[config.mk]
export PLATFORM = sky130hd
export DESIGN_NAME = ootf_ctrl
export DESIGN_NICKNAME = d
export VERILOG_FILES = /design/src/rtl/core/ootf_pkg.sv /design/src/rtl/core/ootf_ctrl.sv
export SDC_FILE = /design/constraint.sdc
export NUM_CORES = 1
export LEC_CHECK = 0
export BUFFER_PORTS_ARGS = -buffer_cell sky130_fd_sc_hd__buf_2
export CAP_MARGIN = 0
export CORE_AREA = 4 4 41 43
export CTS_CLUSTER_DIAMETER = 200
export DETAILED_ROUTE_END_ITERATION = 8
export DIE_AREA = 0 0 45 47
export PLACE_DENSITY = 0.35
export SYNTH_ARGS = -nofsm -noshare
export SYNTH_HDL_FRONTEND = slang
export SYNTH_SLANG_ARGS = --single-unit
export TNS_END_PERCENT = 10
[constraint.sdc]
create_clock -name clk -period 1.5 [get_ports clk]
set_input_delay 0.075 -clock clk [delete_from_list [all_inputs] [get_ports clk]]
set_output_delay 0.075 -clock clk [all_outputs]
set_load 0.03 [all_outputs]
[src/rtl/core/ootf_pkg.sv]
`timescale 1ns / 1ps

package ootf_pkg;

  localparam int DEPTH_DEFAULT = 256;
  localparam int DATA_W        = 24;
  localparam int SEQ_W         = 8;
  localparam int WORD_W        = DATA_W + SEQ_W;
  localparam int COUNT_W       = 8;

  localparam logic [WORD_W-1:0] ALL_ONES = {WORD_W{1'b1}};

  typedef enum logic [1:0] {
    ACT_PUSH  = 2'd0,
    ACT_POP   = 2'd1,
    ACT_CLEAR = 2'd2
  } action_t;

  typedef enum logic {
    ST_IDLE = 1'b0,
    ST_READ = 1'b1
  } state_t;

  // Commands from the controller to the datapath
  typedef struct packed {
    logic accept;    // request taken this cycle: update pointers and store
    logic load;      // load the result register
    logic from_mem;  // result carries the word read from the store
  } cmd_t;

  // Status from the datapath to the controller
  typedef struct packed {
    logic pop_hit;   // request is a pop that finds an entry
  } status_t;

endpackage

[src/rtl/core/ootf_ctrl.sv]
`timescale 1ns / 1ps

module ootf_ctrl
  import ootf_pkg::*;
(
  input  logic    clk,
  input  logic    rst,
  input  logic    in_valid,
  output logic    in_ready,
  output logic    out_valid,
  input  logic    out_ready,
  input  status_t status,
  output cmd_t    cmd
);

  state_t state;
  state_t state_next;
  logic   out_valid_next;

  always_ff @(posedge clk) begin
    if (rst) begin
      state     <= ST_IDLE;
      out_valid <= 1'b0;
    end else begin
      state     <= state_next;
      out_valid <= out_valid_next;
    end
  end

  always_comb begin
    state_next   = state;
    in_ready     = 1'b0;
    cmd.accept   = 1'b0;
    cmd.load     = 1'b0;
    cmd.from_mem = 1'b0;
    case (state)
      ST_IDLE: begin
        // take a request once the result register is free or being drained
        in_ready   = !out_valid || out_ready;
        cmd.accept = in_valid && in_ready;
        if (cmd.accept) begin
          if (status.pop_hit) begin
            state_next = ST_READ;
          end else begin
            cmd.load = 1'b1;
          end
        end
      end
      ST_READ: begin
        cmd.load     = 1'b1;
        cmd.from_mem = 1'b1;
        state_next   = ST_IDLE;
      end
      default: begin
        state_next = ST_IDLE;
      end
    endcase

    if (cmd.load) begin
      out_valid_next = 1'b1;
    end else if (out_ready) begin
      out_valid_next = 1'b0;
    end else begin
      out_valid_next = out_valid;
    end
  end

endmodule

==> results.cfg <==
[status]
status = finished clean

[worst_setup_path]
critPathMaxFanout = 3
cp.arrival_ns = 1.07
critPathLaunchType = register
cp.required_ns = 1.42
reg2reg_setup_slack_ns = 0.77
critical_path_class = reg -> out
critical_path.endpoint_type = output port
rr_worst_depth = 2

[cts]
cts.repair.resized = 0
hold_buffers = 0
path_clk_slew_ns = 0.03
cts_tree = built
worstSkewPairLatency_ns = 0.22
cts_buffers = 3
ctsRootBufferMaster = clkbuf_4
clk_path_buf_depth = 2
cts.sinks = 2
htreeDepth = 1
cts_setup_buffers = 0

[global_route]
grt_pass1_vias = 159
grt_pass1_wl_um = 621
antenna_found_initial = 0
overflow = 0
grt_max_degree = 5
grt_usage_pct = 4.807

[power]
p_int_mw = 0.1630
clockPowerShare_pct = 52.2
power_density_nw_per_um2 = 1175
power.net_switching_mw = 0.06501
seqPwrFrac_pct = 26.3
power_mw = 0.2280
power_frac_comb_pct = 21.5
p_leak_nw = 0.09916
swShare_pct = 28.52
vdd.ir_drop.worst_mv = 0.2044

[sta]
rsz0062_at_grt = false
maxSlewHeadroom_pct = 89.51
worstMarginPinSlew_ns = 0.1571
fin_skew_ns = 0.0002020
finalHoldViolCount = 0
finalSetupViolCount = 0
drv_slew = 0
hold_ws_ns = 0.02108
finalCritPeriodShare_pct = 76.15
fin_setup_tns_ns = 0
finalWorstSetupSlack_ns = 0.3577
max_freq_mhz = 875.4
fin_crit_ns = 1.142

[yosys]
synthAdderAreaFrac_pct = 0
postSynthAreaPerCell_um2 = 8.758
synth_top_family_by_area = simple AND/OR/NAND/NOR gates
syn_area_um2 = 122.6
muxShareOfSynthArea_pct = 0
synth-compound-area-share_pct = 9.184
yosysWarnings = 0
synth_ff_type = dfxtp_1
synth.largest_area_cell = dfxtp_1
synth_commonest_cells = 2 x buf_4, 2 x dfxtp_1
synth-edff-count = 0
synthCells = 14
ys_types = 12
synth_nets = 19
async_flop_share_pct = 0
ys_ff_latch = 2
synthTopCellsByArea = dfxtp_1 33%, buf_4 12%, nand2b_4 11%
synthSimpleGateAreaFrac_pct = 42.86
synth_top_area_share_pct = 32.65
yosys.area_share.xor_xnor_pct = 0
yosysSeqAreaShare_pct = 32.65

[routing]
via_per_inst = 3.205
final_antenna_net_count = 0
drt_wl_total_um = 341
drc = 0
vias = 125
first_iter_violations = 4
wl_per_cell_um = 8.744
dr.pass1.iters = 3

[placement]
portBuffers = 9
gp_congestion = 0.5958
dp_hpwl_um = 265.6
place_ws_ns = 0.5915
placedInstanceArea_um2 = 171.4

[die]
core-area_um2 = 1301
dieWidth_um = 45
start_util_pct = 9.423
pin_count = 10
die_area_um2 = 2115
die_height_um = 47
row_count = 13

[flow_run]
drv_cap = 0

[layout]
fin_nets = 31
drive_above_1_share_pct = 54.17
synthToLayoutAreaGrowth_pct = 58.16
num-fill-cells = 163
antenna-diode-count = 0
final_area_um2 = 193.9

[min_path]
hold_class = in -> reg
hold_depth = 2
-- metal layers --
metal	track usage [%]	part of all wire, %	vias up
met5	0	0	-
met2	4.520	30	9
met4	5.263	0	0
met3	4.981	15	0
li1	-	-	65
met1	5.192	55	51
-- sequential cells by signal, indices dropped and copies added (netlist names) --
name	cells
out_valid	1
state	1
-- cell type report --
type	count	area, µm²	share of cell area, %
clock buffer	3	22.52	11.61
inverter	1	3.754	1.935
multi-input combinational	9	63.81	32.90
sequential	2	40.04	20.65
tap	15	18.77	9.677
timing repair buffer	9	45.04	23.23
-- power groups by stage --
stage                     logic [mW]  registers [mW]  clock network [mW]
after global routing          0.0534          0.0605               0.134
after detailed placement      0.0494          0.0606                   0
after global placement        0.0491          0.0605                   0
after floorplan               0.0331          0.0640                   0
after CTS                     0.0495          0.0599               0.129
final                         0.0490          0.0598               0.119
-- worst max-delay path: stages, from the launching register on --
cell	delay, ns
dfxtp_1	0.33
and2b_1	0.18
o21ai_1	0.13
buf_2	0.21
-- stage by stage --
step | util (%) | cells
2_1_floorplan | - | 14
3_3_place_gp | 13.17 | 36
3_5_place_dp | 13.17 | 36
4_1_cts | 14.90 | 39
5_1_grt | 14.90 | 39
6_report | 14.90 | 39
-- kinds of logic (layout without fill, tap and decap cells) --
| kind of cell | after synthesis | count (layout) |
|---|---|---|
| AO/OA/AOI/OAI | 2 | 2 |
| flip-flops | 2 | 2 |
| buffers and inverters | 3 | 13 |
| AND/OR/NAND/NOR | 7 | 7 |
-- final timing paths --
path | from | endpoint
max | out_valid | cmd[1]
min | rst | out_valid
max reg2reg | out_valid | state
min reg2reg | out_valid | out_valid
-- cells in the final DEF (no fill, tap or decap), drive strengths merged --
cell / count
nor2: 1
nand2b: 2
and4: 1
dfxtp: 2
nor2b: 1
inv: 1
o21ai: 1
a31oi: 1
and3: 1
clkbuf: 3
buf: 9
and2b: 1
Note: power is estimated with default switching activity, not from simulation.
